<file path="config.mk">
export PLATFORM = sky130hd
export DESIGN_NAME = pidi_front
export DESIGN_NICKNAME = d
export VERILOG_FILES = /design/src/rtl/core/pidi_pkg.sv /design/src/rtl/core/pidi_front.sv
export SDC_FILE = /design/constraint.sdc
export NUM_CORES = 1
export LEC_CHECK = 0
export BUFFER_PORTS_ARGS = -buffer_cell sky130_fd_sc_hd__buf_4
export CAP_MARGIN = 20
export CORE_ASPECT_RATIO = 1.25
export CORE_UTILIZATION = 55
export CTS_CLUSTER_DIAMETER = 40
export DETAILED_ROUTE_END_ITERATION = 16
export PLACE_DENSITY = 0.85
export SLEW_MARGIN = 20
export SYNTH_ARGS = -nofsm -noshare
export SYNTH_HDL_FRONTEND = slang
export SYNTH_SLANG_ARGS = --single-unit
</file>
<file path="constraint.sdc">
create_clock -name clk_i -period 5 [get_ports clk_i]
set_input_delay 0.25 -clock clk_i [delete_from_list [all_inputs] [get_ports clk_i]]
set_output_delay 0.25 -clock clk_i [all_outputs]
set_load 0.01 [all_outputs]
</file>
<file path="src/rtl/core/pidi_pkg.sv">
`default_nettype none

package pidi_pkg;

  // Configuration port
  localparam int unsigned CfgIdxW  = 3;
  localparam int unsigned CfgDataW = 31;

  localparam logic [CfgIdxW-1:0] CFG_P_GAIN         = 3'd0;
  localparam logic [CfgIdxW-1:0] CFG_I_GAIN         = 3'd1;
  localparam logic [CfgIdxW-1:0] CFG_D_GAIN         = 3'd2;
  localparam logic [CfgIdxW-1:0] CFG_DEAD_BAND      = 3'd3;
  localparam logic [CfgIdxW-1:0] CFG_INTEGRAL_BAND  = 3'd4;
  localparam logic [CfgIdxW-1:0] CFG_INTEGRAL_LIMIT = 3'd5;

  localparam logic [15:0] IntegralBandReset  = 16'd800;
  localparam logic [30:0] IntegralLimitReset = 31'd1000000;

  // Item kinds carried on the input tuser
  localparam logic ACT_COMPUTE = 1'b0;
  localparam logic ACT_REINIT  = 1'b1;

  typedef struct packed {
    logic [15:0] p_gain;
    logic [15:0] i_gain;
    logic [15:0] d_gain;
    logic [15:0] dead_band;
    logic [15:0] integral_band;
    logic [30:0] integral_limit;
  } cfg_t;

  // After the input register: error and error difference
  typedef struct packed {
    logic        action;
    logic [16:0] err;
    logic [17:0] derr;
    logic [31:0] preset;
  } front_t;

  // After the multiplier stage
  typedef struct packed {
    logic        action;
    logic        held;
    logic        separated;
    logic [32:0] ip;
    logic [32:0] pp;
    logic [33:0] dp;
    logic [31:0] preset;
  } mul_t;

  // After the integrator stage: two partial sums of the drive value
  typedef struct packed {
    logic        held;
    logic [34:0] pd;
    logic [31:0] it;
  } integ_t;

endpackage

`default_nettype wire

</file>
<file path="src/rtl/core/pidi_front.sv">
`default_nettype none

module pidi_front
  import pidi_pkg::*;
(
  input  wire          clk_i,
  input  wire          rst_ni,
  input  wire          adv_i,
  input  wire          in_valid_i,
  input  wire          action_i,
  input  wire [15:0]   measured_i,
  input  wire [15:0]   target_i,
  input  wire [31:0]   preset_i,
  output logic         a_valid_o,
  output front_t       a_o
);

  logic        a_valid_q;
  front_t      a_q;
  logic [17:0] prev_err_q;
  logic [16:0] err_w;
  logic [17:0] derr_w;

  // Form the error and its change against the last error
  assign err_w  = {target_i[15], target_i} - {measured_i[15], measured_i};
  assign derr_w = {err_w[16], err_w} - prev_err_q;

  // Advance the valid bit, track the last error on every accepted transaction
  always_ff @(posedge clk_i or negedge rst_ni) begin
    if (!rst_ni) begin
      a_valid_q  <= 1'b0;
      prev_err_q <= '0;
    end else if (adv_i) begin
      a_valid_q <= in_valid_i;
      if (in_valid_i) begin
        prev_err_q <= {err_w[16], err_w};
      end
    end
  end

  // Capture payload
  always_ff @(posedge clk_i) begin
    if (adv_i) begin
      a_q.action <= action_i;
      a_q.err    <= err_w;
      a_q.derr   <= derr_w;
      a_q.preset <= preset_i;
    end
  end

  assign a_valid_o = a_valid_q;
  assign a_o       = a_q;

endmodule

`default_nettype wire

</file>
==> results by group <==
Run status
  • Status: finished clean

Yosys
  • Synthesis-stage register bit count: 86
  • Synthesized area: 4380 µm²
  • Syn nets: 461
  • Top FF cell, synth: edfxtp_1
  • Yosys Warn Count: 0
  • Commonest cells post-synth: edfxtp_1, inv_1, ha_1
  • Top cell type's share of synthesized area: 46.6%
  • Top cells by area, synth: edfxtp_1, dfrtp_1, ha_1
  • Synth Instances: 357
  • Post-Syn Area per Cell: 12.3 µm²
  • Yosys cell types: 43
  • Fraction of registers with async set/reset: 20.9%
  • Leading area contributor after synthesis: edfxtp_1
  • Post-synthesis sequential area ratio: 56.9%
  • Post-synth EDFFs: 68
  • Count leader, synth: edfxtp_1

GRT
  • Pin count of the biggest net entering global routing: 72
  • Vias in the first global route: 3149
  • Antenna violations before repair: 0
  • Gr ovfl total: 0
  • All-Layer GR Usage: 22.5%
  • First-pass GRT wire length: 14000 µm

Placement
  • Dpl cell area: 5510 µm²
  • PortBufs: 137
  • Pre-CTS WS: 1.21 ns
  • Hpwl dp: 6970 µm
  • Final GP Congestion: 0.824

Worst setup path
  • Worst path max stage delay: 0.45 ns
  • Setup CP Type: primary input to flip-flop
  • Slowest CP cell: o41ai_2
  • CP cell instances: buf_4, inv_1, ha_1, inv_1, fa_1, a211oi_2, nor2_1, o21a_1, nor2_1, xnor2_1, ha_1, a211o_1, o32ai_2, nor2_1, o41ai_2, xnor2_1
  • Crit path DAT: 3.52 ns
  • Worst Setup Start Kind: primary input
  • CP Max Fanout: 5
  • Cell mode on critical path: nor2_1
  • Req. time, crit path: 5.10 ns
  • Crit path max-delay family: compound AO/OA/AOI/OAI gates
  • Crit. End Element: flip-flop
  • Worst path bufs/invs: 3

Layout
  • Synth-to-layout area growth: 30.9%
  • Finished Cell Area: 5730 µm²
  • Ratio of cells with drive above 1 in the final layout: 32.7%
  • N_diodes: 0
  • Fin nets: 607

Power and ir drop
  • Int Power: 1.72 mW
  • Leakage dissipation: 2.65 nW
  • Sw frac: 31.5%
  • P per Cell Area: 439 nW/µm²
  • P_sw: 0.793 mW
  • Combinational share of power: 39.1%
  • Worst IR drop on VDD: 227 µV
  • Total power draw: 2.52 mW
  • Clk network pwr share: 20.1%
  • Sequential share of power: 40.7%

Die
  • Die Span X: 81.8 µm
  • Core area: 7750 µm²
  • Die ar.: 8320 µm²
  • Die height: 102 µm
  • IO Count: 138
  • Site row count: 36
  • Initial core utilization: 56.5%

Detailed routing
  • DRC violations left: 0
  • Top Layer Used: met4
  • DRT met1 WL: 3660 µm
  • Via density: 5.43
  • Antenna viol nets, final: 0
  • Met2 wire length: 4730 µm
  • Vias post-DR: 3276
  • DRT iter0 DRCs: 85
  • DR WL/cell: 15.1 µm
  • Met3 routed WL: 528 µm
  • First drt pass iteration count: 4
  • Final wirelength: 9120 µm

Timing
  • Period utilisation layout: 68.4%
  • Fin crit period: 3.42 ns
  • Hold WS: 0.0684 ns
  • Clk_skew: 0.00585 ns
  • Setup TNS: 0 ns
  • Hold Vio Cnt, Final: 0
  • Worst-margin pin slew: 0.949 ns
  • FMAX: 292 MHz
  • Setup violations, final: 0
  • Final Slew Violations: 0
  • Worst setup margin: 1.58 ns
  • Setup repair after global routing missed its margin: no
  • Slew HR: 36.6%

Clock network
  • Clock latency at the later pin of the worst-skew pair: 0.35 ns
  • CTS tree: built
  • Hold_buf cts: 1
  • CTS H-tree lvls: 3
  • Post-cts sizing count: 0
  • Clock buffer depth: 2
  • Post-CTS Setup Inserts: 0
  • Clock-pin slew on the worst setup and hold paths: 0.08 ns
  • CTS root buffer: clkbuf_8
  • CTS Buf Count: 9
  • CTS Sinks: 86

Min path
  • Class of the worst hold path: primary input to flip-flop

Flow run
  • Max cap viols: 0
layout by cell type (no fill, tap or decap), types with 14 or more instances in the layout:
cell,n
inv_1,40
nand2_1,19
nor2_1,21
o21ai_0,15
edfxtp_1,68
a21oi_1,26
dfrtp_1,18
ha_1,33
buf_4,137
xnor2_1,14
metal layers:
metal / GRT usage (%) / vias up
li1: - / 1594
met1: 26.4 / 1556
met2: 39.2 / 110
met3: 3.87 / 16
met4: 10.9 / 0
met5: 0 / -
stage by stage:
step | utilization (%) | cells
after floorplan | - | 357
after global placement | 71.2 | 586
after detailed placement | 71.2 | 586
after CTS | 74.0 | 603
after global routing | 74.0 | 603
final | 74.0 | 603
state kept, by name (all words and copies together) (netlist names):
register,count
a_o,68
prev_err_q,17
a_valid_o,1
final cells by class:
type | count | area [µm²]
inverters | 40 | 150
fillers | 517 | 2020
well taps | 95 | 119
flip-flops and latches | 86 | 2490
clock inverters | 5 | 73.8
repair buffers | 138 | 1040
clock buffers | 11 | 131
multi-input cells | 228 | 1720
logic make-up (layout without fill, tap and decap cells):
logic type               Yosys count  in the layout  synth area share, %
AO/OA/AOI/OAI                     91             91                 14.1
AND/OR/NAND/NOR                   66             66                 7.03
adder cells (fa/ha/maj)           35             35                 10.3
XOR/XNOR                          24             24                 4.80
multiplexers                      12             12                 3.09
flip-flops                        86             86                 56.9
buffers and inverters             43            194                 3.69
worst paths after layout:
path	slack, ns	cells past startpoint	to	startpoint
worst min register to register	0.51	2	prev_err_q[16]	prev_err_q[16]
worst max-delay path	1.58	16	a_o[45]	target_i[0]
min in group asynchronous	0.31	2	prev_err_q[15]	rst_ni
max in group asynchronous	4.49	2	prev_err_q[3]	rst_ni
worst min-delay path	0.07	1	a_o[67]	action_i
worst max register to register	2.51	8	a_o[45]	prev_err_q[1]
power by group through the flow:
stage          clock [mW]  combinational, mW  sequential (mW)
2_1_floorplan           0              0.570             1.09
3_3_place_gp            0              0.951             1.03
3_5_place_dp            0              0.980             1.04
4_1_cts             0.518              0.986             1.03
5_1_grt             0.544               1.09             1.04
6_report            0.507              0.985             1.03
Power figures use the tool's default switching activity.
