`src/rtl/core/pidi_pkg.sv`:
```
`default_nettype none

package pidi_pkg;

  // Configuration port
  localparam int unsigned CfgIdxW  = 3;
  localparam int unsigned CfgDataW = 31;

  localparam logic [CfgIdxW-1:0] CFG_P_GAIN         = 3'd0;
  localparam logic [CfgIdxW-1:0] CFG_I_GAIN         = 3'd1;
  localparam logic [CfgIdxW-1:0] CFG_D_GAIN         = 3'd2;
  localparam logic [CfgIdxW-1:0] CFG_DEAD_BAND      = 3'd3;
  localparam logic [CfgIdxW-1:0] CFG_INTEGRAL_BAND  = 3'd4;
  localparam logic [CfgIdxW-1:0] CFG_INTEGRAL_LIMIT = 3'd5;

  localparam logic [15:0] IntegralBandReset  = 16'd800;
  localparam logic [30:0] IntegralLimitReset = 31'd1000000;

  // Item kinds carried on the input tuser
  localparam logic ACT_COMPUTE = 1'b0;
  localparam logic ACT_REINIT  = 1'b1;

  typedef struct packed {
    logic [15:0] p_gain;
    logic [15:0] i_gain;
    logic [15:0] d_gain;
    logic [15:0] dead_band;
    logic [15:0] integral_band;
    logic [30:0] integral_limit;
  } cfg_t;

  // After the input register: error and error difference
  typedef struct packed {
    logic        action;
    logic [16:0] err;
    logic [17:0] derr;
    logic [31:0] preset;
  } front_t;

  // After the multiplier stage
  typedef struct packed {
    logic        action;
    logic        held;
    logic        separated;
    logic [32:0] ip;
    logic [32:0] pp;
    logic [33:0] dp;
    logic [31:0] preset;
  } mul_t;

  // After the integrator stage: two partial sums of the drive value
  typedef struct packed {
    logic        held;
    logic [34:0] pd;
    logic [31:0] it;
  } integ_t;

endpackage

`default_nettype wire

```
`src/rtl/core/pidi_integ.sv`:
```
`default_nettype none

module pidi_integ
  import pidi_pkg::*;
(
  input  wire          clk_i,
  input  wire          rst_ni,
  input  wire          adv_i,
  input  wire          b_valid_i,
  input  mul_t         b_i,
  input  wire [30:0]   limit_i,
  output logic         c_valid_o,
  output integ_t       c_o
);

  logic               c_valid_q;
  integ_t             c_q;
  integ_t             c_d;
  logic [31:0]        integral_q;
  logic [31:0]        integral_d;
  logic signed [33:0] acc_w;
  logic signed [33:0] lim_w;
  logic signed [33:0] neg_lim_w;
  logic [31:0]        clamped_w;
  logic [34:0]        pd_w;

  // Accumulate and saturate to the symmetric limit
  assign acc_w     = $signed({{2{integral_q[31]}}, integral_q}) + $signed({b_i.ip[32], b_i.ip});
  assign lim_w     = $signed({3'b000, limit_i});
  assign neg_lim_w = -lim_w;

  always_comb begin
    priority if (acc_w > lim_w) begin
      clamped_w = lim_w[31:0];
    end else if (acc_w < neg_lim_w) begin
      clamped_w = neg_lim_w[31:0];
    end else begin
      clamped_w = acc_w[31:0];
    end
  end

  assign pd_w = {{2{b_i.pp[32]}}, b_i.pp} + {b_i.dp[33], b_i.dp};

  // Select the integral update and the drive partial sums
  always_comb begin
    integral_d = integral_q;
    c_d.held   = 1'b0;
    c_d.pd     = '0;
    c_d.it     = '0;
    priority if (b_i.action == ACT_REINIT) begin
      integral_d = b_i.preset;
    end else if (b_i.held) begin
      c_d.held = 1'b1;
      c_d.it   = integral_q;
    end else if (b_i.separated) begin
      integral_d = '0;
      c_d.pd     = pd_w;
    end else begin
      integral_d = clamped_w;
      c_d.pd     = pd_w;
      c_d.it     = clamped_w;
    end
  end

  always_ff @(posedge clk_i or negedge rst_ni) begin
    if (!rst_ni) begin
      c_valid_q  <= 1'b0;
      integral_q <= '0;
    end else if (adv_i) begin
      c_valid_q <= b_valid_i;
      if (b_valid_i) begin
        integral_q <= integral_d;
      end
    end
  end

  always_ff @(posedge clk_i) begin
    if (adv_i) begin
      c_q <= c_d;
    end
  end

  assign c_valid_o = c_valid_q;
  assign c_o       = c_q;

endmodule

`default_nettype wire

```
`config.mk`:
```
export PLATFORM = sky130hd
export DESIGN_NAME = pidi_integ
export DESIGN_NICKNAME = d
export VERILOG_FILES = /design/src/rtl/core/pidi_pkg.sv /design/src/rtl/core/pidi_integ.sv
export SDC_FILE = /design/constraint.sdc
export NUM_CORES = 1
export LEC_CHECK = 0
export BUFFER_PORTS_ARGS = -buffer_cell sky130_fd_sc_hd__buf_2
export CAP_MARGIN = 0
export CORE_MARGIN = 2
export CORE_UTILIZATION = 40
export DETAILED_ROUTE_END_ITERATION = 8
export SLEW_MARGIN = 20
export SYNTH_ARGS = -nofsm -noshare
export SYNTH_HDL_FRONTEND = slang
export SYNTH_SLANG_ARGS = --single-unit
```
`constraint.sdc`:
```
create_clock -name clk_i -period 4.67 [get_ports clk_i]
set_input_delay 0.2335 -clock clk_i [delete_from_list [all_inputs] [get_ports clk_i]]
set_output_delay 0.2335 -clock clk_i [all_outputs]
set_load 0.03 [all_outputs]
```
==> qor.csv <==
metric;value;unit
firstDrtPassIters;7;
hpwl;26.97;mm
antenna_found_initial;5;
yosysUniqueCellTypes;74;
post_synth_instance_area;10070;um2
syn_inst;1182;
max-cap-violations;0;
core;24960;um2
synth_top_area_share;0.2027;
chipWidth;162.7;um
syn_to_final_growth;35.47;%
grt_overflow;0;
path_max_fanout;5;
p_switching;2.307;mW
numCtsBuffers;9;
gp_congestion;0.9081;
synth-edff-count;68;
period_minus_slack;4.933;ns
ys_warn_count;0;
reg2reg_from;integral_q[0];
worst_ep_arrival_time;5.06;ns
fin_crit_sh;1.056;
yosys.area.top_type;edfxtp_1;
r2r_slack;-0.26;ns
holdWs;0.02835;ns
worstSetupPathType;reg -> reg;
fin_skew;0.01314;ns
cts_tree;done;
power_frac_comb;0.625;
crit_buf_inv;3;
setup_viol;64;
end_kind;flip-flop;
drive_gt1_frac;0.3475;
power.ir.vdd_worst;0.0001710;V
grt_pass1_wl;53.38;mm
die_h;162.7;um
async_flop_share;0.3267;
grt_pass1_vias;10160;
tightest_slew;0.9891;ns
insertion_delay;0.37;ns
status;complete, but fails checks;
drt_wl_total;35.11;mm
violations;negative setup slack;
drt-wirelength-per-cell;18.81;um
drc_errors;0;
syn_nets;1485;
nFillCells;2419;
cts-root-buf;clkbuf_16;
nets;1832;
start_kind;flip-flop;
required;4.80;ns
hold_violations;0;
initial_core_util;0.4035;
power_frac_seq;0.223;
synth_area_leaders;edfxtp_1, ha_1, dfrtp_1;
clkPwrFrac;0.152;
drtAntennaViolNets;0;
crit_slowest_cell;dfrtp_1;
via_count;10310;
cpPeakStageDelay;0.42;ns
fin_ws;-0.2633;ns
seq_area_frac_synth;0.2847;
track_usage;0.2586;
swShare;0.4383;
path_clk_slew;0.08;ns
critPathMostFrequentCell;a311oi_4;
h-tree-depth;3;
synth_seq_cells;101;
grt_max_degree;62;
vias_per_cell;5.526;
cpLargestDelayFamily;compound AO/OA/AOI/OAI gates;
ctsHoldBuffers;0;
reg2reg_depth;22;
internal-power;2.957;mW
startpoint;integral_q[0];
clkSinkCount;101;
final_util;0.5466;
portBuffers;238;
max_freq;202.7;MHz
io-pin-count;239;
synth_ff_type;edfxtp_1;
max_slew_margin;0.3406;
leakagePower;6.192;nW
drt-initial-drc-count;553;
min_path_type;in -> async;
rows;58;
clockBufferDepth;2;
slew_violations;0;
die-area;26470;um2
power.density;385.8;nW/um2
synth.avg_cell_area;8.521;um2
r2r_end;c_o[27];
rsz0062_at_grt;true;
path_cells;ha_4 > fa_2 > a31o_4 > a311oi_4 > o21ai_4 > a311oi_4 > o21ai_1 > xor2_1 > ha_1 > nand4_1 > or2_4 > nor4_4 > a2111oi_2 > o211ai_1 > a32oi_1 > o211a_1 > a211oi_4 > buf_6 > buf_8 > a22oi_2 > o21ai_2 > buf_4;
power groups by stage:
stage	sequential (mW)	combinational, mW	clock [mW]
global route	1.18	3.61	0.839
detailed placement	1.18	2.89	0
global placement	1.19	2.87	0
CTS	1.17	3.10	0.815
finish	1.17	3.29	0.801
floorplan	1.30	1.72	0
layout by cell type (no fill, tap or decap), types with 36 or more instances in the layout:
cell	count
buf_2	237
ha_1	126
buf_4	126
nand2_1	111
nor2_1	101
a21oi_1	96
edfxtp_1	68
inv_1	59
xnor2_1	55
o21ai_0	36
stage by stage:
stage          std cells  power, mW  cell area, um2  TNS, ns  setup WS [ns]
6_report            1866      5.263           13640   -10.47        -0.2633
5_1_grt             1864      5.632           13640   -27.40        -0.5313
4_1_cts             1855      5.086           13200   -12.76        -0.2961
3_5_place_dp        1827      4.078           12520   -21.85        -0.4455
3_3_place_gp        1827      4.058           12520   -18.21        -0.3950
2_1_floorplan       1182      3.017           10170        0       0.005471
synth_stat cells, types with 7 or more instances:
| master | n |
|---|---|
| a211oi_1 | 7 |
| a21o_1 | 35 |
| a21oi_1 | 114 |
| a22oi_1 | 23 |
| a31oi_1 | 10 |
| and2_1 | 10 |
| and3_1 | 12 |
| buf_2 | 8 |
| clkbuf_1 | 30 |
| dfrtp_1 | 33 |
| edfxtp_1 | 68 |
| ha_1 | 131 |
| inv_1 | 59 |
| nand2_1 | 111 |
| nand2b_1 | 16 |
| nand3_1 | 37 |
| nand4_1 | 20 |
| nor2_1 | 105 |
| nor2b_1 | 13 |
| nor3_1 | 37 |
| nor4_1 | 8 |
| o211ai_1 | 7 |
| o21a_1 | 8 |
| o21ai_0 | 48 |
| o21ai_1 | 12 |
| o21ai_2 | 17 |
| o22a_1 | 24 |
| xnor2_1 | 58 |
| xor2_1 | 23 |
state kept, by name, indices dropped and copies added, names as in the netlist:
name,flops
integral_q,32
c_o,68
c_valid_o,1
final cells by class:
type	instances	area, um2	share of cell area
multi-input cells	976	7392	0.5418
flip-flops and latches	101	2868	0.2102
repair buffers	382	2442	0.1790
well taps	330	412.9	0.03026
clock buffers	9	225.2	0.01651
inverters	59	221.5	0.01623
clock inverters	7	77.57	0.005685
diodes	2	5.005	0.0003668
worst max-delay path by stage:
stage          cells after the start  slack [ns]              to
2_1_floorplan                     22       0.005         c_o[13]
3_3_place_gp                      22       -0.40          c_o[3]
3_5_place_dp                      21       -0.45  integral_q[19]
4_1_cts                           21       -0.30  integral_q[19]
5_1_grt                           21       -0.53  integral_q[19]
6_report                          22       -0.26         c_o[27]
what timing repair did:
action,CTS,global route
pin swaps,30,49
resized for setup,60,66
setup buffers,9,7
gates cloned,3,2
setup endpoints to repair,64,64
endpoints found under the hold margin,0,0
metal layers:
metal	vias up	part of all wire	global-route usage
met5	-	0.0010	0
met4	6	0.018	0.07603
met3	42	0.075	0.05628
met2	371	0.48	0.4428
met1	4838	0.43	0.3268
li1	5055	-	-
cells by family after synthesis:
family | Yosys count | share of synthesized area
and+or+nand+nor | 394 | 0.1850
AOI/OAI and AO/OA | 362 | 0.2416
adders and majority gates | 133 | 0.1667
buffers and inverters | 106 | 0.04534
DFF | 101 | 0.2847
xor gates and xnor gates | 83 | 0.07366
muxes | 3 | 0.002981
Power figures use the tool's default switching activity.
