<file path="src/rtl/core/pidi_pkg.sv">
`default_nettype none

package pidi_pkg;

  // Configuration port
  localparam int unsigned CfgIdxW  = 3;
  localparam int unsigned CfgDataW = 31;

  localparam logic [CfgIdxW-1:0] CFG_P_GAIN         = 3'd0;
  localparam logic [CfgIdxW-1:0] CFG_I_GAIN         = 3'd1;
  localparam logic [CfgIdxW-1:0] CFG_D_GAIN         = 3'd2;
  localparam logic [CfgIdxW-1:0] CFG_DEAD_BAND      = 3'd3;
  localparam logic [CfgIdxW-1:0] CFG_INTEGRAL_BAND  = 3'd4;
  localparam logic [CfgIdxW-1:0] CFG_INTEGRAL_LIMIT = 3'd5;

  localparam logic [15:0] IntegralBandReset  = 16'd800;
  localparam logic [30:0] IntegralLimitReset = 31'd1000000;

  // Item kinds carried on the input tuser
  localparam logic ACT_COMPUTE = 1'b0;
  localparam logic ACT_REINIT  = 1'b1;

  typedef struct packed {
    logic [15:0] p_gain;
    logic [15:0] i_gain;
    logic [15:0] d_gain;
    logic [15:0] dead_band;
    logic [15:0] integral_band;
    logic [30:0] integral_limit;
  } cfg_t;

  // After the input register: error and error difference
  typedef struct packed {
    logic        action;
    logic [16:0] err;
    logic [17:0] derr;
    logic [31:0] preset;
  } front_t;

  // After the multiplier stage
  typedef struct packed {
    logic        action;
    logic        held;
    logic        separated;
    logic [32:0] ip;
    logic [32:0] pp;
    logic [33:0] dp;
    logic [31:0] preset;
  } mul_t;

  // After the integrator stage: two partial sums of the drive value
  typedef struct packed {
    logic        held;
    logic [34:0] pd;
    logic [31:0] it;
  } integ_t;

endpackage

`default_nettype wire

</file>
<file path="src/rtl/core/pidi_cfg.sv">
`default_nettype none

module pidi_cfg
  import pidi_pkg::*;
(
  input  wire                 clk_i,
  input  wire                 rst_ni,
  input  wire                 we_i,
  input  wire [CfgIdxW-1:0]   idx_i,
  input  wire [CfgDataW-1:0]  data_i,
  output cfg_t                cfg_o
);

  cfg_t cfg_q;

  // Write one register per enabled cycle, ignore unknown indexes
  always_ff @(posedge clk_i or negedge rst_ni) begin
    if (!rst_ni) begin
      cfg_q.p_gain         <= '0;
      cfg_q.i_gain         <= '0;
      cfg_q.d_gain         <= '0;
      cfg_q.dead_band      <= '0;
      cfg_q.integral_band  <= IntegralBandReset;
      cfg_q.integral_limit <= IntegralLimitReset;
    end else if (we_i) begin
      unique case (idx_i)
        CFG_P_GAIN:         cfg_q.p_gain         <= data_i[15:0];
        CFG_I_GAIN:         cfg_q.i_gain         <= data_i[15:0];
        CFG_D_GAIN:         cfg_q.d_gain         <= data_i[15:0];
        CFG_DEAD_BAND:      cfg_q.dead_band      <= data_i[15:0];
        CFG_INTEGRAL_BAND:  cfg_q.integral_band  <= data_i[15:0];
        CFG_INTEGRAL_LIMIT: cfg_q.integral_limit <= data_i[30:0];
        default: begin
        end
      endcase
    end
  end

  assign cfg_o = cfg_q;

endmodule

`default_nettype wire

</file>
<file path="config.mk">
export PLATFORM = sky130hd
export DESIGN_NAME = pidi_cfg
export DESIGN_NICKNAME = d
export VERILOG_FILES = /design/src/rtl/core/pidi_pkg.sv /design/src/rtl/core/pidi_cfg.sv
export SDC_FILE = /design/constraint.sdc
export NUM_CORES = 1
export LEC_CHECK = 0
export BUFFER_PORTS_ARGS = -buffer_cell sky130_fd_sc_hd__buf_4
export CAP_MARGIN = 20
export CORE_UTILIZATION = 49
export DETAILED_ROUTE_END_ITERATION = 8
export PLACE_DENSITY = 0.91
export SLEW_MARGIN = 25
export SYNTH_ARGS = -nofsm -noshare
export SYNTH_HDL_FRONTEND = slang
export SYNTH_SLANG_ARGS = --single-unit
</file>
<file path="constraint.sdc">
create_clock -name clk_i -period 0.85 [get_ports clk_i]
set_input_delay 0.17 -clock clk_i [delete_from_list [all_inputs] [get_ports clk_i]]
set_output_delay 0.17 -clock clk_i [all_outputs]
set_load 0.01 [all_outputs]
</file>
==> out/metrics.json, run 1 <==
{
  "setup_path": {
    "worstReg2RegStart": "cfg_o[79]$_DFFE_PN0P_",
    "start_kind": "register",
    "crit_start": "cfg_o[40]$_DFFE_PN1P_",
    "crit_fanout": 2,
    "crit_path_max_delay_family": "flip-flops",
    "critical_path_class": "reg -> out",
    "cp_data_arrival_time_ps": 1030,
    "end_kind": "output pin",
    "critical_path.cell_chain": "buf_6",
    "timing.critical_path.slowest_stage_cell": "dfstp_2",
    "timing.critical_path.buf_inv": 1,
    "cpPeakStageDelay_ps": 560,
    "worstPathRequired_ps": 680
  },
  "clock_tree": {
    "clk_buf_depth": 2,
    "cts_root_buf": "clkbuf_8",
    "insertion_delay_ps": 360,
    "cts_buffers": 9,
    "clock_pin_transition_on_the_worst_setup_and_hold_timing_paths_ps": 110,
    "tritoncts_num_sinks": 111,
    "htreeDepth": 3,
    "cts_tree": "yes"
  },
  "timing": {
    "number_of_setup_violations_in_the_final_report": 181,
    "grt_setup_unrepaired": "yes",
    "tightestPinTransition_ps": 253,
    "max_clock_freq_mhz": 834,
    "maxSlewViolCount": 0,
    "setup_slack_ps": -349,
    "tns_ps": -31580,
    "fin_crit_sh": 1.41,
    "max_slew_margin": 0.832,
    "period_needed_ps": 1200,
    "report.final.hold_viol_count": 0,
    "hold_worst_slack_ps": 26.6,
    "skew_ps": 0
  },
  "synthesis": {
    "synth_warnings": 0,
    "largest_family_of_logic_cells_by_synthesized_area": "multiplexers",
    "synth_fa_ha_area_frac": 0,
    "syn-instance-count": 239,
    "synth-seq-cells": 111,
    "netlist_top_cells_area": "dfrtp_1, mux2_2, dfstp_2, buf_6, and4bb_2",
    "simple_logic_cell_fraction_of_the_synthesized_area": 0.0201,
    "synth_fp_nets": 276,
    "synth-seq-area-share": 0.659,
    "synth-xor-area-share": 0,
    "synth-compound-area-share": 0,
    "yosys-mux-area-fraction": 0.296,
    "cell_area_after_synthesis_sq_mm": 0.00423,
    "synth_top_area_cell": "dfrtp_1",
    "synth_cell_types": 11,
    "syn_area_per_cell_sq_um": 17.7,
    "synthDominantCellAreaShare": 0.597
  },
  "placement": {
    "placed_cell_area_sq_mm": 0.00577,
    "dpl.cell_count": 495,
    "detailedPlacementHpwl_mm": 6.73,
    "gp_congestion": 0.755,
    "dp_worst_setup_slack_ps": -456,
    "numPortBuffers": 147
  },
  "cells_and_area": {
    "fin_util": 0.871,
    "layoutNonFillerInstCount": 575,
    "number_of_flip_flops_in_the_largest_register": 111,
    "final_design_area_no_fill_sq_mm": 0.00723,
    "layout-drive-gt1-share": 0.779,
    "numnets_final": 502,
    "antennaDiodeCount": 0,
    "layout-area-overhead-vs-synth_pct": 70.8
  },
  "min_path": {
    "holdCritPathClass": "in -> reg",
    "launch_instance_of_the_worst_min_delay_path": "data_i[18]"
  },
  "pwr": {
    "sequentialPowerShare": 0.441,
    "cellPowerDensity_mw_per_mm2": 2370,
    "peakVddDrop_mv": 1.57,
    "power.share.switching": 0.291,
    "cellInternalPower_mw": 12.1,
    "p_switching_mw": 4.97,
    "p_clk_frac": 0.178,
    "p_leak_nw": 3.50,
    "total_power_mw": 17.1,
    "pwr-share-comb": 0.381
  },
  "route": {
    "drt-vias-per-instance": 5.23,
    "antenna_violating_nets_post_route": 0,
    "drtIter0Drc": 123,
    "route.vias.total": 3007,
    "post_drt_wl_per_cell_microns": 23.1,
    "wl_mm": 13.3,
    "drt_pass1_iterations": 4,
    "drc": 0
  },
  "global_routing": {
    "wire_length_of_the_first_global_routing_pass_mm": 18.4,
    "track_usage": 0.283,
    "vias_in_the_first_global_route": 3227,
    "maximum_number_of_pins_on_one_net_before_global_route_repair": 47,
    "grt_overflow": 0,
    "grt_antenna_before_repair": 0
  },
  "floorplanning": {
    "design.portCount": 148,
    "fp.dieArea_sq_mm": 0.00901,
    "die_height_microns": 94.9,
    "fp-row-count": 33,
    "floorplan.initialDensity": 0.510,
    "die_width_microns": 94.9,
    "core_sq_mm": 0.00830
  },
  "run_status": {
    "violations_in_the_final_reports": "setup timing",
    "outcome": "finished, violations left"
  },
  "job": {
    "cap_viol_max_count": 0
  }
}
## per-layer routing
| layer | share of wire | routed length [microns] | GRT usage | up-vias |
|---|---|---|---|---|
| met5 | 0 | 0 | 0 | - |
| met4 | 0.028 | 369 | 0.125 | 0 |
| met3 | 0.053 | 706 | 0.0652 | 30 |
| met2 | 0.54 | 7110 | 0.488 | 127 |
| met1 | 0.38 | 5070 | 0.339 | 1549 |
| li1 | - | - | - | 1301 |
## cell type report
cell class	instances	area, sq um
sequential	111	2790
clock buffer	11	141
timing repair buffer	226	2500
clock inverter	5	40.0
multi-input combinational	117	1620
fill	351	1070
tap	105	131
## power groups by stage
stage	logic [mW]	clock network, mW	registers (mW)
finish	6.51	3.04	7.55
global route	6.86	3.26	7.65
CTS	6.01	3.02	7.40
detailed placement	4.44	0	7.28
global placement	4.31	0	7.22
floorplan	1.41	0	7.75
## final timing paths
path | end | slack [ps] | depth (start not counted)
worst min-delay path | cfg_o[18]$_DFFE_PN1P_ | 30 | 2
worst max-delay path | cfg_o[40] | -350 | 1
worst max register to register | cfg_o[79]$_DFFE_PN0P_ | -130 | 2
min in group asynchronous | cfg_o[1]$_DFFE_PN0P_ | 170 | 2
max in group asynchronous | cfg_o[6]$_DFFE_PN1P_ | 110 | 3
worst min register to register | cfg_o[52]$_DFFE_PN0P_ | 540 | 1
## cell usage in the layout, fill, tap and decap left out
master | Yosys | routed
buf_12 | 0 | 13
nor4b_4 | 1 | 1
nand4b_4 | 0 | 1
and4bb_4 | 0 | 3
buf_6 | 6 | 144
clkbuf_16 | 0 | 3
clkinv_4 | 0 | 2
nand4b_1 | 1 | 1
inv_6 | 0 | 2
clkbuf_1 | 0 | 1
dlygate4sd3_1 | 0 | 1
mux2_2 | 110 | 41
clkbuf_8 | 0 | 10
buf_8 | 1 | 4
dfstp_2 | 10 | 10
clkinv_2 | 0 | 1
dfrtp_1 | 101 | 101
buf_16 | 0 | 1
mux2_4 | 1 | 70
buf_4 | 0 | 60
## synthesized netlist by cell type, drive strengths merged
cell type    n
dfrtp      101
nor4b        1
dfstp       10
nand4b       2
and4bb       3
buf         11
mux2       111
## timing repair
action / in CTS / in global routing
hold buffers: 1 / 0
gates resized for setup: 157 / 36
pin swaps: 4 / 5
buffers inserted: 42 / 37
gates cloned: 4 / 2
endpoints found under the setup margin: 172 / 178
endpoints found under the hold margin: 101 / 0
## cell families after synthesis
logic type | Yosys count
muxes | 111
DFF | 111
buffers and inverters | 11
and+or+nand+nor | 6
No activity file was read; power rests on OpenSTA's default activity.
==> run 2: changes to the inputs <==
Settings changed: PLACE_DENSITY 0.91 to 0.81.
==> run 2 against run 1 <==
Net effect:
- the run still ends with setup timing left
- first-iteration DRC count is 30% lower
- power is 3.9% higher
- core utilization is 1.2 points higher
- critical path depth stayed put
- fmax is 0.69% higher
- cell area is 1.4% higher
- cell count is 1.7% higher
- via count is 0.80% higher
- clock power is 11% higher
- setup slack better by 8.2 ps
- global-route usage is 3.0 points lower
- largest cell class unchanged
- highest routed layer unchanged
==> out/metrics.json, run 2 (synthesis gave the netlist of run 1 again) <==
{
  "clock_tree": {
    "cts_buffers": {"value": 9, "change": "unchanged"},
    "clk_buf_depth": {"value": 2, "change": "unchanged"},
    "clock_pin_transition_on_the_worst_setup_and_hold_timing_paths": {"value": 110, "unit": "ps", "change": "about the same"},
    "insertion_delay": {"value": 360, "unit": "ps", "change": "about the same"},
    "tritoncts_num_sinks": {"value": 111, "change": "unchanged"},
    "htreeDepth": {"value": 3, "change": "unchanged"},
    "cts_tree": "yes",
    "cts_root_buf": "clkbuf_8"
  },
  "min_path": {
    "holdCritPathClass": "in -> reg"
  },
  "setup_path": {
    "crit_start": "cfg_o[40]$_DFFE_PN1P_",
    "critical_path.reg2reg.endpoint": "cfg_o[46]$_DFFE_PN0P_",
    "critical_path.cell_chain": "buf_6",
    "crit_path_max_delay_family": "flip-flops",
    "worstPathRequired": {"value": 680, "unit": "ps", "change": "about the same"},
    "crit_fanout": {"value": 2, "change": "unchanged"},
    "timing.critical_path.slowest_stage_cell": "dfstp_2",
    "end_kind": "output pin",
    "start_kind": "register",
    "worstReg2RegStart": "cfg_o[46]$_DFFE_PN0P_",
    "timing.critical_path.buf_inv": {"value": 1, "change": "unchanged"},
    "cp.depth": {"value": 1, "change": "unchanged"},
    "cp-endpoint": "cfg_o[40]",
    "critical_path_class": "reg -> out",
    "worst_r2r_path_depth": {"value": 2, "change": "unchanged"},
    "cp_data_arrival_time": {"value": 1020, "unit": "ps", "change": "about the same"},
    "rrSetupSlack": {"value": -110, "unit": "ps", "change": "+20 ps"},
    "cpPeakStageDelay": {"value": 560, "unit": "ps", "change": "about the same"}
  },
  "cells_and_area": {
    "area.sequential": {"value": 0.00279, "unit": "sq mm", "change": "unchanged"},
    "num-fill-cells": {"value": 329, "change": "-6.3%"},
    "number_of_flip_flops_in_the_largest_register": {"value": 111, "change": "unchanged"},
    "multi_input_comb_area": {"value": 0.00166, "unit": "sq mm", "change": "+2.6%"},
    "layout.cells.most_common": "buf_6",
    "most_used_cells_in_the_layout_excluding_fill_and_tap_cells": "buf_6, dfrtp_1, mux2_4, buf_4, mux2_2",
    "numnets_final": {"value": 512, "change": "+2.0%"},
    "layout-drive-gt1-share": {"value": 0.783, "change": "+0.00461"},
    "layout-area-overhead-vs-synth_pct": 73.1,
    "layoutNonFillerInstCount": {"value": 585, "change": "+1.7%"},
    "final_design_area_no_fill": {"value": 0.00732, "unit": "sq mm", "change": "+1.4%"},
    "antennaDiodeCount": {"value": 0, "change": "unchanged"}
  },
  "timing": {
    "tns": {"value": -31190, "unit": "ps", "change": "+385 ps"},
    "number_of_setup_violations_in_the_final_report": {"value": 210, "change": "+16%"},
    "period_needed": {"value": 1190, "unit": "ps", "change": "-8.17 ps"},
    "max_slew_margin": {"value": 0.816, "change": "-0.0156"},
    "grt_setup_unrepaired": "yes",
    "max_clock_freq": {"value": 839, "unit": "MHz", "change": "+0.69%"},
    "skew": {"value": 0, "unit": "ps", "change": "unchanged"},
    "setup_slack": {"value": -341, "unit": "ps", "change": "+8.17 ps"},
    "fin_crit_sh": {"value": 1.40, "change": "-0.00961"},
    "tightestPinTransition": {"value": 275, "unit": "ps", "change": "+22.3 ps"},
    "maxSlewViolCount": {"value": 0, "change": "unchanged"},
    "report.final.hold_viol_count": {"value": 0, "change": "unchanged"}
  },
  "global_routing": {
    "track_usage": {"value": 0.253, "change": "-0.0300"},
    "grt_overflow": {"value": 0, "change": "unchanged"},
    "grt_antenna_before_repair": {"value": 0, "change": "unchanged"},
    "maximum_number_of_pins_on_one_net_before_global_route_repair": {"value": 40, "change": "-15%"},
    "wire_length_of_the_first_global_routing_pass": {"value": 16.8, "unit": "mm", "change": "-8.3%"},
    "vias_in_the_first_global_route": {"value": 3142, "change": "-2.6%"}
  },
  "placement": {
    "dp_worst_setup_slack": {"value": -452, "unit": "ps", "change": "+4.00 ps"},
    "gp_congestion": {"value": 0.712, "change": "-5.7%"},
    "dpl.cell_count": {"value": 498, "change": "+0.61%"},
    "detailedPlacementHpwl": {"value": 6.88, "unit": "mm", "change": "+2.2%"},
    "placed_cell_area": {"value": 0.00580, "unit": "sq mm", "change": "+0.39%"},
    "numPortBuffers": {"value": 147, "change": "unchanged"}
  },
  "route": {
    "drt-vias-per-instance": {"value": 5.18, "change": "-0.92%"},
    "wl": {"value": 13.0, "unit": "mm", "change": "-1.6%"},
    "drc": {"value": 0, "change": "unchanged"},
    "post_drt_wl_per_cell": {"value": 22.3, "unit": "microns", "change": "-3.3%"},
    "antenna_violating_nets_post_route": {"value": 0, "change": "unchanged"},
    "route.vias.total": {"value": 3031, "change": "+0.80%"},
    "drtIter0Drc": {"value": 86, "change": "-30%"},
    "drt_pass1_iterations": {"value": 4, "change": "unchanged"}
  },
  "pwr": {
    "total_power": {"value": 17.8, "unit": "mW", "change": "+3.9%"},
    "p_leak": {"value": 3.59, "unit": "nW", "change": "+2.8%"},
    "peakVddDrop": {"value": 1.36, "unit": "mV", "change": "-14%"},
    "cellPowerDensity": {"value": 2430, "unit": "mW/mm^2", "change": "+2.6%"}
  },
  "floorplanning": {
    "fp.dieArea": {"value": 0.00901, "unit": "sq mm", "change": "unchanged"},
    "die_height": {"value": 94.9, "unit": "microns", "change": "unchanged"},
    "die_width": {"value": 94.9, "unit": "microns", "change": "unchanged"},
    "floorplan.initialDensity": {"value": 0.510, "change": "unchanged"},
    "fp-row-count": {"value": 33, "change": "unchanged"},
    "design.portCount": {"value": 148, "change": "unchanged"},
    "core": {"value": 0.00830, "unit": "sq mm", "change": "unchanged"}
  },
  "run_status": {
    "violations_in_the_final_reports": "setup timing",
    "outcome": "finished, violations left"
  },
  "job": {
    "cap_viol_max_count": {"value": 0, "change": "unchanged"}
  }
}
==> run 2: timing repair <==
item | 4_1_cts | 5_1_grt
hold buffers | 1 | 0
setup endpoints to repair | 173 | 202
gates cloned | 2 | 1
hold endpoints to repair | 101 | 0
buffers inserted | 41 | 43
pin swaps | 4 | 3
gates resized for setup | 159 | 53
==> run 2: worst min path at each step <==
stage / from / to / cells after the start
2_1_floorplan: rst_ni / cfg_o[0]$_DFFE_PN0P_ / 0
3_3_place_gp: rst_ni / cfg_o[92]$_DFFE_PN0P_ / 1
3_5_place_dp: rst_ni / cfg_o[93]$_DFFE_PN0P_ / 1
4_1_cts: data_i[27] / cfg_o[27]$_DFFE_PN0P_ / 2
5_1_grt: data_i[18] / cfg_o[18]$_DFFE_PN1P_ / 2
6_report: data_i[19] / cfg_o[19]$_DFFE_PN1P_ / 2
==> run 2: metrics by stage <==
| stage | util | hold WS, ps |
|---|---|---|
| after floorplan | - | -126 |
| after global placement | 0.698 | 27.9 |
| after detailed placement | 0.698 | 31.5 |
| after CTS | 0.840 | 28.8 |
| after global routing | 0.882 | 22.9 |
| final | 0.882 | 34.6 |
==> run 2: area by class of cell <==
class                   count  share of cell area
flip-flops and latches    111               0.381
multi-input cells         117               0.227
repair buffers            236               0.346
well taps                 105              0.0179
clock buffers              12              0.0212
clock inverters             4             0.00718
==> run 2: power breakdown <==
part	total (mW)	switching, mW	internal [mW]
Sequential	7.56	1.03	6.52
Combinational	6.83	2.15	4.68
Clock	3.38	1.84	1.54
==> run 2: metal layers <==
| layer | track usage | share of wire | vias up |
|---|---|---|---|
| li1 | - | - | 1316 |
| met5 | 0 | 0 | - |
| met3 | 0.0604 | 0.057 | 18 |
| met1 | 0.308 | 0.39 | 1569 |
| met2 | 0.457 | 0.54 | 128 |
| met4 | 0.0530 | 0.016 | 0 |
==> run 3: changes to the inputs <==
Settings changed: CELL_PAD_IN_SITES_DETAIL_PLACEMENT from default to 1, CELL_PAD_IN_SITES_GLOBAL_PLACEMENT from default to 1, CORE_UTILIZATION 49 to 40, PLACE_DENSITY 0.81 to 0.88.
==> run 3 against run 2 <==
Net effect:
- the run ends with DRC, setup timing left
- power increased by 2.8%
- cell area increased by 1.1%
- sequential power increased by 2%
- clock-buffer cell count unchanged
- global-route usage increased by 1.1 points
- non-clock buffer count decreased by 4
- critical endpoint is now cfg_o[14]
- largest power group unchanged
==> out/metrics.json, run 3 (synthesis gave the netlist of run 1 again) <==
{
  "timing": {
    "grt_setup_unrepaired": "yes",
    "tightestPinTransition": {"value": 404, "unit": "ps", "change": "+129 ps"},
    "max_clock_freq": {"value": 803, "unit": "MHz", "change": "-4.4%"},
    "hold_worst_slack": {"value": 14.1, "unit": "ps", "change": "-20.5 ps"},
    "max_slew_margin": {"value": 0.730, "change": "-0.0864"},
    "setup_slack": {"value": -396, "unit": "ps", "change": "-54.3 ps"},
    "skew": {"value": 0, "unit": "ps", "change": "unchanged"},
    "report.final.hold_viol_count": {"value": 0, "change": "unchanged"},
    "maxSlewViolCount": {"value": 0, "change": "unchanged"},
    "period_needed": {"value": 1250, "unit": "ps", "change": "+54.3 ps"},
    "number_of_setup_violations_in_the_final_report": {"value": 206, "change": "-1.9%"},
    "fin_crit_sh": {"value": 1.47, "change": "+0.0639"}
  },
  "setup_path": {
    "worstPathRequired": {"value": 680, "unit": "ps", "change": "about the same"},
    "crit_fanout": {"value": 2, "change": "unchanged"},
    "timing.critical_path.slowest_stage_cell": "dfstp_2",
    "cpPeakStageDelay": {"value": 580, "unit": "ps", "change": "+20 ps"},
    "cp_data_arrival_time": {"value": 1080, "unit": "ps", "change": "+60 ps"},
    "end_kind": "output pin",
    "rrSetupSlack": {"value": -110, "unit": "ps", "change": "about the same"},
    "timing.critical_path.buf_inv": {"value": 1, "change": "unchanged"},
    "crit_path_max_delay_family": "flip-flops",
    "critical_path_class": "reg -> out",
    "critical_path.cell_chain": "buf_6",
    "start_kind": "register"
  },
  "cells_and_area": {
    "layout-area-overhead-vs-synth_pct": 75.0,
    "layout.cells.most_common": "buf_6",
    "layout-drive-gt1-share": {"value": 0.779, "change": "-0.00392"},
    "final_design_area_no_fill": {"value": 0.00741, "unit": "sq mm", "change": "+1.1%"},
    "numnets_final": {"value": 508, "change": "-0.78%"},
    "antennaDiodeCount": {"value": 0, "change": "unchanged"},
    "most_used_cells_in_the_layout_excluding_fill_and_tap_cells": "buf_6, dfrtp_1, mux2_4, buf_4, mux2_2",
    "number_of_flip_flops_in_the_largest_register": {"value": 111, "change": "unchanged"}
  },
  "global_routing": {
    "wire_length_of_the_first_global_routing_pass": {"value": 21.3, "unit": "mm", "change": "+27%"},
    "track_usage": {"value": 0.265, "change": "+0.0111"},
    "maximum_number_of_pins_on_one_net_before_global_route_repair": {"value": 45, "change": "+13%"},
    "vias_in_the_first_global_route": {"value": 3466, "change": "+10%"},
    "grt_overflow": {"value": 0, "change": "unchanged"},
    "grt_antenna_before_repair": {"value": 0, "change": "unchanged"}
  },
  "pwr": {
    "cellPowerDensity": {"value": 2470, "unit": "mW/mm^2", "change": "+1.6%"},
    "peakVddDrop": {"value": 1.38, "unit": "mV", "change": "+1.7%"},
    "p_leak": {"value": 3.57, "unit": "nW", "change": "-0.69%"}
  },
  "job": {
    "cap_viol_max_count": {"value": 0, "change": "unchanged"}
  },
  "floorplanning": {
    "die_height": {"value": 105, "unit": "microns", "change": "+10%"},
    "core": {"value": 0.0103, "unit": "sq mm", "change": "+24%"},
    "floorplan.initialDensity": {"value": 0.412, "change": "-0.0981"},
    "fp-row-count": {"value": 37, "change": "+12%"},
    "die_width": {"value": 105, "unit": "microns", "change": "+10%"},
    "design.portCount": {"value": 148, "change": "unchanged"},
    "fp.dieArea": {"value": 0.0110, "unit": "sq mm", "change": "+22%"}
  },
  "min_path": {
    "holdCritPathClass": "in -> reg"
  },
  "clock_tree": {
    "cts_tree": "yes",
    "htreeDepth": {"value": 3, "change": "unchanged"},
    "clk_buf_depth": {"value": 2, "change": "unchanged"},
    "clock_pin_transition_on_the_worst_setup_and_hold_timing_paths": {"value": 110, "unit": "ps", "change": "about the same"},
    "tritoncts_num_sinks": {"value": 111, "change": "unchanged"},
    "cts_buffers": {"value": 9, "change": "unchanged"},
    "insertion_delay": {"value": 380, "unit": "ps", "change": "+20 ps"},
    "cts_root_buf": "clkbuf_8"
  },
  "route": {
    "drtIter0Drc": {"value": 80, "change": "-7.0%"},
    "wl": {"value": 15.9, "unit": "mm", "change": "+22%"},
    "post_drt_wl_per_cell": {"value": 25.9, "unit": "microns", "change": "+16%"},
    "drc": {"value": 1, "change": "+1"},
    "drt_pass1_iterations": {"value": 6, "change": "+2"},
    "drt-vias-per-instance": {"value": 5.00, "change": "-3.6%"},
    "route.vias.total": {"value": 3057, "change": "+0.86%"},
    "antenna_violating_nets_post_route": {"value": 0, "change": "unchanged"}
  },
  "placement": {
    "placed_cell_area": {"value": 0.00584, "unit": "sq mm", "change": "+0.71%"},
    "detailedPlacementHpwl": {"value": 8.53, "unit": "mm", "change": "+24%"},
    "dp_worst_setup_slack": {"value": -496, "unit": "ps", "change": "-44.4 ps"},
    "gp_congestion": {"value": 0.730, "change": "+2.6%"},
    "numPortBuffers": {"value": 147, "change": "unchanged"}
  },
  "run_status": {
    "violations_in_the_final_reports": "DRC, setup timing",
    "outcome": "finished, violations left"
  }
}
## run 3: changes by cell type in the layout (fill, tap and decap cells not counted), sizes merged
| cell | delta |
|---|---|
| clkinv | -1 |
| clkbuf | +1 |
| buf | -5 |
| bufinv | +2 |
| inv | -1 |
## run 3: final timing paths
| check | from | end | cells past startpoint |
|---|---|---|---|
| worst min-delay path | data_i[30] | cfg_o[30]$_DFFE_PN0P_ | 2 |
| min in group asynchronous | rst_ni | cfg_o[61]$_DFFE_PN0P_ | 2 |
| worst max-delay path | cfg_o[14]$_DFFE_PN1P_ | cfg_o[14] | 1 |
| max in group asynchronous | rst_ni | cfg_o[98]$_DFFE_PN0P_ | 3 |
| worst min register to register | cfg_o[59]$_DFFE_PN0P_ | cfg_o[59]$_DFFE_PN0P_ | 1 |
| worst max register to register | cfg_o[104]$_DFFE_PN0P_ | cfg_o[104]$_DFFE_PN0P_ | 2 |
## run 3: final cells by class
| class | instances | area (sq um) |
|---|---|---|
| Clock buffer | 12 | 145 |
| Clock inverter | 4 | 95.1 |
| Fill cell | 879 | 2870 |
| Multi-Input combinational cell | 117 | 1620 |
| Sequential cell | 111 | 2790 |
| Tap cell | 136 | 170 |
| Timing Repair Buffer | 232 | 2580 |
## run 3: repair_timing
| action | CTS | global route |
|---|---|---|
| setup endpoints to repair | 171 | 204 |
| resized for setup | 158 | 56 |
| gates cloned | 3 | 3 |
| pin swaps | 4 | 4 |
| endpoints found under the hold margin | 45 | 0 |
| hold buffers | 1 | 0 |
| setup buffers | 40 | 39 |
## run 3: metrics by stage
stage	power, mW	TNS [ps]	std cells	util
after floorplan	9.16	-23180	239	-
after global placement	11.6	-41730	531	0.568
after detailed placement	11.9	-44220	531	0.568
after CTS	17.4	-31940	591	0.685
after global routing	18.9	-38900	612	0.721
final	18.3	-35130	612	0.721
## run 3: report_power, final
| group | switching, mW | internal (mW) | leakage [nW] |
|---|---|---|---|
| combinational | 2.20 | 4.52 | 2.13 |
| clock | 1.83 | 2.04 | 0.121 |
| sequential | 1.16 | 6.52 | 1.32 |
| total | 5.18 | 13.1 | 3.57 |
## run 3: metal layers
layer / vias up / routed length [microns] / GRT usage
li1: 1312 / - / -
met3: 34 / 572 / 0.0499
met2: 115 / 8580 / 0.479
met1: 1596 / 6130 / 0.308
met4: 0 / 568 / 0.107
met5: - / 0 / 0
